### src/rtl/elsp_pkg.sv
`default_nettype none
package elsp_pkg;

  typedef struct packed {
    logic [31:0] seg_type;
    logic [31:0] seg_flags;
    logic [63:0] seg_file_offset;
    logic [63:0] seg_vaddr;
    logic [63:0] seg_file_size;
    logic [63:0] seg_mem_size;
    logic [63:0] seg_alignment;
  } in_t;

  typedef struct packed {
    logic [1:0]  status;
    logic        segment_recorded;
    logic [3:0]  segment_index;
    logic [63:0] mapping_alignment;
    logic [63:0] mapping_start;
    logic [63:0] mapping_file_offset;
    logic [63:0] mapping_length;
    logic [63:0] load_base;
    logic [63:0] load_length;
    logic [63:0] header_table_vaddr;
    logic        header_table_known;
    logic        interp_present;
  } out_t;

  typedef enum logic [2:0] {
    REG_PAGE_BYTES    = 3'd0,
    REG_TABLE_OFFSET  = 3'd1,
    REG_ENTRY_SIZE    = 3'd2,
    REG_ENTRY_COUNT   = 3'd3,
    REG_WINDOW_LENGTH = 3'd4,
    REG_IMAGE_TYPE    = 3'd5
  } reg_idx_e;

  localparam logic [1:0] STATUS_ACCEPTED = 2'd0;
  localparam logic [1:0] STATUS_DONE     = 2'd1;
  localparam logic [1:0] STATUS_ERROR    = 2'd2;

  localparam logic [31:0] SEG_LOAD   = 32'd1;
  localparam logic [31:0] SEG_INTERP = 32'd3;
  localparam logic [31:0] SEG_PHDR   = 32'd6;
  localparam logic [31:0] SEG_STACK  = 32'h6474_e551;

  localparam logic [15:0] ET_EXEC = 16'd2;
  localparam logic [15:0] ET_DYN  = 16'd3;

  localparam logic [15:0] ENTRY_MIN = 16'd56;
  localparam logic [31:0] HDR_MIN   = 32'd64;

  localparam logic [63:0] PAGE_BYTES_RST   = 64'd4096;
  localparam logic [63:0] TABLE_OFFSET_RST = 64'd64;
  localparam logic [15:0] ENTRY_SIZE_RST   = 16'd56;
  localparam logic [15:0] ENTRY_COUNT_RST  = 16'd0;
  localparam logic [31:0] WINDOW_LEN_RST   = 32'd0;
  localparam logic [15:0] IMAGE_TYPE_RST   = 16'd2;

endpackage
`default_nettype wire

### src/rtl/elf_load_segment_planner_core.sv
`default_nettype none
// An accepted entry beat goes into the input register, then through one pass of 64-bit
// add/compare/mask logic into the result register.
// Throughput: one entry per cycle; the output register takes a new result whenever the
// previous one is taken, so the input stalls only while the result register is held.
// Reset: configuration returns to page 4096, table offset 64, entry size 56, type 2, the
// rest zero; run state clears at reset and again after the last entry of each image.
module elf_load_segment_planner_core #(
  parameter int MAX_SEGMENTS = 16
) (
  input  wire logic          clk_i,
  input  wire logic          rst_ni,
  input  wire logic          in_valid_i,
  output logic               in_ready_o,
  input  wire elsp_pkg::in_t in_data_i,
  output logic               out_valid_o,
  input  wire logic          out_ready_i,
  output elsp_pkg::out_t     out_data_o,
  input  wire logic          psel,
  input  wire logic          penable,
  input  wire logic          pwrite,
  input  wire logic [5:0]    paddr,
  input  wire logic [63:0]   pwdata,
  output logic [63:0]        prdata,
  output logic               pready
);
  import elsp_pkg::*;

  localparam int SegW = $clog2(MAX_SEGMENTS + 1);

  function automatic logic is_pow2(input logic [63:0] v);
    is_pow2 = (v != 64'd0) && ((v & (v - 64'd1)) == 64'd0);
  endfunction

  // configuration
  logic [63:0] page_bytes_q, table_offset_q;
  logic [15:0] entry_size_q, entry_count_q, image_type_q;
  logic [31:0] window_length_q;
  logic        cfg_wr;
  reg_idx_e    cfg_idx;

  assign pready  = 1'b1;
  assign cfg_wr  = psel && penable && pwrite;
  assign cfg_idx = reg_idx_e'(paddr[5:3]);

  always_ff @(posedge clk_i or negedge rst_ni) begin
    if (!rst_ni) begin
      page_bytes_q    <= PAGE_BYTES_RST;
      table_offset_q  <= TABLE_OFFSET_RST;
      entry_size_q    <= ENTRY_SIZE_RST;
      entry_count_q   <= ENTRY_COUNT_RST;
      window_length_q <= WINDOW_LEN_RST;
      image_type_q    <= IMAGE_TYPE_RST;
    end else if (cfg_wr) begin
      case (cfg_idx)
        REG_PAGE_BYTES:    page_bytes_q    <= pwdata;
        REG_TABLE_OFFSET:  table_offset_q  <= pwdata;
        REG_ENTRY_SIZE:    entry_size_q    <= pwdata[15:0];
        REG_ENTRY_COUNT:   entry_count_q   <= pwdata[15:0];
        REG_WINDOW_LENGTH: window_length_q <= pwdata[31:0];
        REG_IMAGE_TYPE:    image_type_q    <= pwdata[15:0];
        default: ;
      endcase
    end
  end

  always_comb begin
    case (cfg_idx)
      REG_PAGE_BYTES:    prdata = page_bytes_q;
      REG_TABLE_OFFSET:  prdata = table_offset_q;
      REG_ENTRY_SIZE:    prdata = {48'd0, entry_size_q};
      REG_ENTRY_COUNT:   prdata = {48'd0, entry_count_q};
      REG_WINDOW_LENGTH: prdata = {32'd0, window_length_q};
      REG_IMAGE_TYPE:    prdata = {48'd0, image_type_q};
      default:           prdata = 64'd0;
    endcase
  end

  // handshake
  logic s1_valid_q, out_valid_q, advance, fire;
  in_t  s1_q;
  out_t out_q, out_d;

  assign advance     = !out_valid_q || out_ready_i;
  assign fire        = s1_valid_q && advance;
  assign in_ready_o  = !s1_valid_q || advance;
  assign out_valid_o = out_valid_q;
  assign out_data_o  = out_q;

  always_ff @(posedge clk_i or negedge rst_ni) begin
    if (!rst_ni) begin
      s1_valid_q  <= 1'b0;
      out_valid_q <= 1'b0;
    end else begin
      if (in_ready_o) s1_valid_q <= in_valid_i;
      if (advance)    out_valid_q <= s1_valid_q;
    end
  end

  always_ff @(posedge clk_i) begin
    if (in_valid_i && in_ready_o) s1_q <= in_data_i;
    if (fire) out_q <= out_d;
  end

  // run state
  logic [15:0]   pos_q, pos_d;
  logic [SegW-1:0] seg_cnt_q, seg_cnt_d;
  logic [63:0]   lowest_q, lowest_d, highest_q, highest_d, tbl_vaddr_q, tbl_vaddr_d;
  logic          tbl_valid_q, tbl_valid_d, interp_q, interp_d, failed_q, failed_d;

  always_ff @(posedge clk_i or negedge rst_ni) begin
    if (!rst_ni) begin
      pos_q       <= '0;
      seg_cnt_q   <= '0;
      lowest_q    <= '0;
      highest_q   <= '0;
      tbl_vaddr_q <= '0;
      tbl_valid_q <= 1'b0;
      interp_q    <= 1'b0;
      failed_q    <= 1'b0;
    end else if (fire) begin
      pos_q       <= pos_d;
      seg_cnt_q   <= seg_cnt_d;
      lowest_q    <= lowest_d;
      highest_q   <= highest_d;
      tbl_vaddr_q <= tbl_vaddr_d;
      tbl_valid_q <= tbl_valid_d;
      interp_q    <= interp_d;
      failed_q    <= failed_d;
    end
  end

  // entry evaluation
  logic        excess, last, hdr_bad, entry_ok, ok, rec, final_bad;
  logic [16:0] pos_inc;
  logic [31:0] start_rel, tsize;
  logic [64:0] start_sum, end_sum, foff_sum, vend_sum, round_sum;
  logic        end_past_win, sz_bad, off_ovf;
  logic        is_load, is_interp, is_table, req_big, load_bad, infer;
  logic [63:0] al, al_m1, mstart, mend, toff_rel, fsz_rem, mlen;
  logic [SegW+3:0] seg_ext;

  assign pos_inc = {1'b0, pos_q} + 17'd1;
  assign excess  = (entry_count_q == 16'd0) || (pos_q >= entry_count_q);
  assign last    = excess || (pos_inc == {1'b0, entry_count_q});

  assign hdr_bad = (pos_q == 16'd0) &&
                   (!is_pow2(page_bytes_q) ||
                    (image_type_q != ET_EXEC && image_type_q != ET_DYN) ||
                    entry_size_q < ENTRY_MIN || window_length_q < HDR_MIN ||
                    table_offset_q >= {32'd0, window_length_q});

  assign start_rel    = {16'd0, pos_q} * {16'd0, entry_size_q};
  assign start_sum    = {1'b0, table_offset_q} + {33'd0, start_rel};
  assign end_sum      = {1'b0, start_sum[63:0]} + {49'd0, ENTRY_MIN};
  assign end_past_win = (end_sum[63:32] != 32'd0) || (end_sum[31:0] > window_length_q);
  assign sz_bad       = (s1_q.seg_mem_size != 64'd0) &&
                        (s1_q.seg_file_size > s1_q.seg_mem_size);
  assign foff_sum     = {1'b0, s1_q.seg_file_offset} + {1'b0, s1_q.seg_file_size};
  assign off_ovf      = foff_sum[64];

  assign entry_ok = !hdr_bad && !start_sum[64] && !end_sum[64] && !end_past_win &&
                    !sz_bad && !off_ovf;

  assign is_load   = (s1_q.seg_type == SEG_LOAD) && (s1_q.seg_mem_size != 64'd0);
  assign is_interp = (s1_q.seg_type == SEG_INTERP);
  assign is_table  = (s1_q.seg_type == SEG_PHDR);

  // mapping record
  assign req_big   = s1_q.seg_alignment > 64'd1;
  assign al        = (req_big && s1_q.seg_alignment > page_bytes_q) ?
                     s1_q.seg_alignment : page_bytes_q;
  assign al_m1     = al - 64'd1;
  assign mstart    = s1_q.seg_vaddr & ~al_m1;
  assign vend_sum  = {1'b0, s1_q.seg_vaddr} + {1'b0, s1_q.seg_mem_size};
  assign round_sum = {1'b0, vend_sum[63:0]} + {1'b0, al_m1};
  assign mend      = round_sum[63:0] & ~al_m1;
  assign mlen      = mend - mstart;

  assign load_bad = (seg_cnt_q >= SegW'(MAX_SEGMENTS)) || !is_pow2(page_bytes_q) ||
                    (req_big && !is_pow2(s1_q.seg_alignment)) ||
                    vend_sum[64] || round_sum[64] || (mend < mstart);

  assign ok  = !failed_q && !excess && entry_ok && !(is_load && load_bad);
  assign rec = ok && is_load;

  // header table covered by this segment's file image
  assign tsize    = {16'd0, entry_size_q} * {16'd0, entry_count_q};
  assign toff_rel = table_offset_q - s1_q.seg_file_offset;
  assign fsz_rem  = s1_q.seg_file_size - {32'd0, tsize};
  assign infer    = !tbl_valid_q && (tsize != 32'd0) &&
                    (s1_q.seg_file_size >= {32'd0, tsize}) &&
                    (table_offset_q >= s1_q.seg_file_offset) && (toff_rel <= fsz_rem);

  assign seg_ext = {4'd0, seg_cnt_q};

  always_comb begin
    seg_cnt_d   = seg_cnt_q + SegW'(rec);
    lowest_d    = lowest_q;
    highest_d   = highest_q;
    tbl_vaddr_d = tbl_vaddr_q;
    tbl_valid_d = tbl_valid_q;
    interp_d    = interp_q || (ok && is_interp);
    if (rec) begin
      if (seg_cnt_q == '0 || mstart < lowest_q) lowest_d = mstart;
      if (seg_cnt_q == '0 || mend > highest_q) highest_d = mend;
      if (infer) begin
        tbl_vaddr_d = s1_q.seg_vaddr + toff_rel;
        tbl_valid_d = 1'b1;
      end
    end
    if (ok && is_table) begin
      tbl_vaddr_d = s1_q.seg_vaddr;
      tbl_valid_d = 1'b1;
    end

    final_bad = !ok || (last && (seg_cnt_d == '0 || highest_d < lowest_d));

    out_d = '0;
    if (final_bad) begin
      out_d.status = STATUS_ERROR;
    end else begin
      out_d.status             = last ? STATUS_DONE : STATUS_ACCEPTED;
      out_d.segment_recorded   = rec;
      if (rec) begin
        out_d.segment_index       = seg_ext[3:0];
        out_d.mapping_alignment   = al;
        out_d.mapping_start       = mstart;
        out_d.mapping_file_offset = s1_q.seg_file_offset & ~al_m1;
        out_d.mapping_length      = mlen;
      end
      out_d.load_base          = lowest_d;
      out_d.load_length        = last ? (highest_d - lowest_d) : 64'd0;
      out_d.header_table_vaddr = tbl_valid_d ? tbl_vaddr_d : 64'd0;
      out_d.header_table_known = tbl_valid_d;
      out_d.interp_present     = interp_d;
    end

    failed_d = final_bad;
    pos_d    = pos_inc[15:0];
    // last entry (or an excess one) closes the run
    if (last) begin
      pos_d       = '0;
      seg_cnt_d   = '0;
      lowest_d    = '0;
      highest_d   = '0;
      tbl_vaddr_d = '0;
      tbl_valid_d = 1'b0;
      interp_d    = 1'b0;
      failed_d    = 1'b0;
    end
  end

endmodule
`default_nettype wire
### config.mk
export PLATFORM = sky130hd
export DESIGN_NAME = elf_load_segment_planner_core
export DESIGN_NICKNAME = d
export VERILOG_FILES = /design/src/rtl/elsp_pkg.sv /design/src/rtl/elf_load_segment_planner_core.sv
export SDC_FILE = /design/constraint.sdc
export NUM_CORES = 2
export LEC_CHECK = 0
export ABC_AREA = 1
export BUFFER_PORTS_ARGS = -buffer_cell sky130_fd_sc_hd__buf_2
export CORE_MARGIN = 3
export CORE_UTILIZATION = 35
export DETAILED_ROUTE_END_ITERATION = 10
export PLACE_DENSITY = 0.54
export SLEW_MARGIN = 10
export SYNTH_ARGS = -nofsm -noshare
export SYNTH_HDL_FRONTEND = slang
export SYNTH_SLANG_ARGS = --single-unit
### constraint.sdc
create_clock -name clk_i -period 14.19 [get_ports clk_i]
set_clock_uncertainty 0.2 [all_clocks]
set_input_delay 0.7095 -clock clk_i [delete_from_list [all_inputs] [get_ports clk_i]]
set_output_delay 0.7095 -clock clk_i [all_outputs]
set_load 0.03 [all_outputs]
==> summary.txt <==
Pwr
  – Pwr Density: 183.8 mW/mm^2
  – Pleak: 0.07370 uW
  – Max VDD drop: 0.1934 mV
  – Pwr Total: 26,900 uW

Synth
  – Yosys reg bits: 1,235
  – Cell with the most instances after synthesis: nand2_1
  – Area leader, netlist: edfxtp_1
  – Share of the synthesized area in the top cell type: 21.44%
  – Async SR Flop Fraction: 34.49%
  – Post-synth top flop: edfxtp_1
  – Unique cell type count in the Yosys netlist: 88
  – Mapped Nets: 16.97k
  – Number of synthesized flops with an enable pin: 809
  – Most frequent cells after synthesis: nand2_1, inv_1, nor2_1, ha_1, a21oi_1
  – Top cells by area, synth: edfxtp_1, ha_1, nand2_1
  – Synth Warn #: 0
  – Synth Area per Inst: 7.564 um^2
  – Sequential share of the synthesized area: 30.85%
  – Cell area after synthesis: 0.1133 mm^2
  – Mapped Cells: 14.98k

Place
  – Routability cong.: 1.049
  – Place WS: -0.7751 ns
  – # port buffers: 948
  – Hpwl dp: 465,800 um
  – DP Area: 0.1349 mm^2

Worst setup path
  – Reg-to-Reg End: out_data_o[413]$_SDFFCE_PP0P_
  – CP arrival: 13.96 ns
  – CP Launch Point: entry_size_q[5]$_DFFE_PN1P_
  – Cell repeated most along the worst path: nand2_1
  – Slowest-stage cell, CP: fa_1
  – Max incr delay on CP: 0.60 ns
  – Flop2flop setup slack: 0.63 ns
  – Crit Path Class: flop to flop
  – Setup crit end kind: flop
  – CP required: 14.59 ns
  – R2r worst-path depth: 88
  – R2R Path Start: entry_size_q[5]$_DFFE_PN1P_
  – Largest fanout on the critical path: 10
  – Startpoint Class: flop

CTS
  – CTS Buffer Depth: 4
  – Worst-path clk slew: 0.06 ns
  – H-tree Lvls: 4
  – CTS tree: yes
  – Num Clock Sinks: 1,235
  – Clock root buffer: clkbuf_16
  – CTS Buf Count: 157
  – Clock Latency Late Sink: 0.91 ns

Global routing
  – GR Overflow Total: 0
  – Vias in the first global route: 112.9k
  – First-pass GRT wire length: 777,400 um
  – Total track usage: 32.30%
  – Largest net degree at the start of global routing: 141
  – Initial antenna violation count: 67

STA
  – Slew HR: 15.30%
  – Final count of negative-setup-slack endpoints: 0
  – Pins over their slew limit: 0
  – Worst-Margin Slew: 1.267 ns
  – Peak Freq: 73.73 MHz
  – TNS Setup: 0 ns
  – Post-layout min period: 13.56 ns
  – Final Hold Fails: 0
  – Setup ws final: 0.6279 ns
  – Fin crit share: 95.58%

Die
  – Die W: 575.0 um
  – I/O Pins: 985
  – Row cnt: 208
  – Die Ht: 575.0 um
  – Core Area: 0.3217 mm^2
  – Total Die Area: 0.3306 mm^2
  – Initial Utilization: 35.23%

Min path
  – Min-Delay Startpoint: pwdata[9]
  – Worst hold path class: input port to flop
  – WHS Endpoint: window_length_q[9]$_DFFE_PN0P_
  – WHS Path Cells: 3

Route
  – Pre-Repair DR Iteration Count: 6
  – Vias per cell: 5.169
  – Initial DRC Count: 10.52k
  – # DRC: 0
  – Routed wire length per instance: 24.97 um
  – Vias: 115.4k
  – WL final: 557,300 um
  – Routed Antenna Nets: 0

Final layout
  – Fin area: 0.1463 mm^2
  – Fin nets: 19.85k
  – Area Overhead vs Synth: 29.12%
  – Post-layout util: 45.49%
  – Share of layout cells above drive strength 1: 18.75%

Outcome
  – Status: finished, final reports clean

Flow run
  – Max Cap Viol: 0
what timing repair did:
action,CTS,global route
hold buffers,418,0
buffers inserted,3,28
pin swaps,2,61
hold endpoints to repair,578,0
endpoints found under the setup margin,457,522
gates resized for setup,16,249
gates cloned,0,21
report_power, final:
part           leakage [uW]  switching [uW]  total [uW]  internal, uW
combinational        0.0577           11400       17800          6430
sequential           0.0134             487        4750          4260
clock               0.00261            1790        4310          2530
layout make-up:
cell class	instances	area, um^2
inverters	2745	10320
multi-input cells	10638	67330
diodes	23	57.56
clock inverters	85	1057
well taps	4305	5386
fillers	32742	175400
repair buffers	3089	22870
flip-flops and latches	1235	34980
clock buffers	199	4304
through the flow:
| stage | hold WS (ns) | instances |
|---|---|---|
| 2_1_floorplan | 0.2139 | 14981 |
| 3_3_place_gp | 0.2611 | 21545 |
| 3_5_place_dp | 0.2645 | 21545 |
| 4_1_cts | 0.002277 | 22250 |
| 5_1_grt | 0.05055 | 22313 |
| 6_report | 0.05424 | 22319 |
cells by family after synthesis:
| group | Yosys count | synth area share, % |
|---|---|---|
| other cells | 1 | 0.003309 |
| flops | 1235 | 30.85 |
| compound gates | 2344 | 11.59 |
| buf+inv | 3108 | 10.62 |
| fa+ha+maj | 1526 | 19.67 |
| xor+xnor | 547 | 4.281 |
| simple gates | 6206 | 22.84 |
| mux | 14 | 0.1391 |
worst max-delay path by stage:
stage,endpoint,slack (ns),cells past startpoint
global route,out_data_o[136]$_SDFFCE_PP0P_,-0.08,95
floorplan,out_data_o[117]$_SDFFCE_PP0P_,1.37,73
global placement,out_data_o[89]$_SDFFCE_PP0P_,-0.78,82
detailed placement,out_data_o[119]$_SDFFCE_PP0P_,-0.78,82
CTS,out_data_o[117]$_SDFFCE_PP0P_,0.02,76
finish,out_data_o[413]$_SDFFCE_PP0P_,0.63,88
sequential cells by signal, indices dropped and copies added (netlist names):
signal	flops
out_data_o	457
s1_q	352
highest_q	64
lowest_q	64
page_bytes_q	64
table_offset_q	64
tbl_vaddr_q	64
window_length_q	32
entry_count_q	16
entry_size_q	16
image_type_q	16
pos_q	16
seg_cnt_q	5
failed_q	1
interp_q	1
out_valid_o	1
s1_valid_q	1
tbl_valid_q	1
cells in the final DEF (no fill, tap or decap), types with 77 or more instances in the layout:
cell type and count:
a31oi_1 133, nand4_1 213, nor2_1 1594, edfxtp_1 809, nand2_1 3256, nor3_1 225, xnor2_1 221, o21ai_0 641
buf_4 1640, o21ai_1 208, fa_1 423, xor2_1 319, dfrtp_1 404, inv_1 2673, a21oi_1 895, clkbuf_16 177
dlygate4sd3_1 418, buf_2 947, nor4_1 77, ha_1 1080, nand3_1 512
critical path: cells and delay by family (launching register included):
family,cells,cell delay (ns)
AOI/OAI and AO/OA,10,1.49
adders and majority gates,10,4.17
buffers and inverters,15,1.57
DFF,1,0.56
and+or+nand+nor,53,5.22
per-layer routing:
metal	GRT usage, %	share of wire (%)	up-vias
met4	17.40	6.5	6
met5	0	0.0072	-
li1	-	-	54480
met2	51.65	45	4728
met3	3.933	7.1	1031
met1	42.57	42	55116
(Power assumes the default switching activity.)
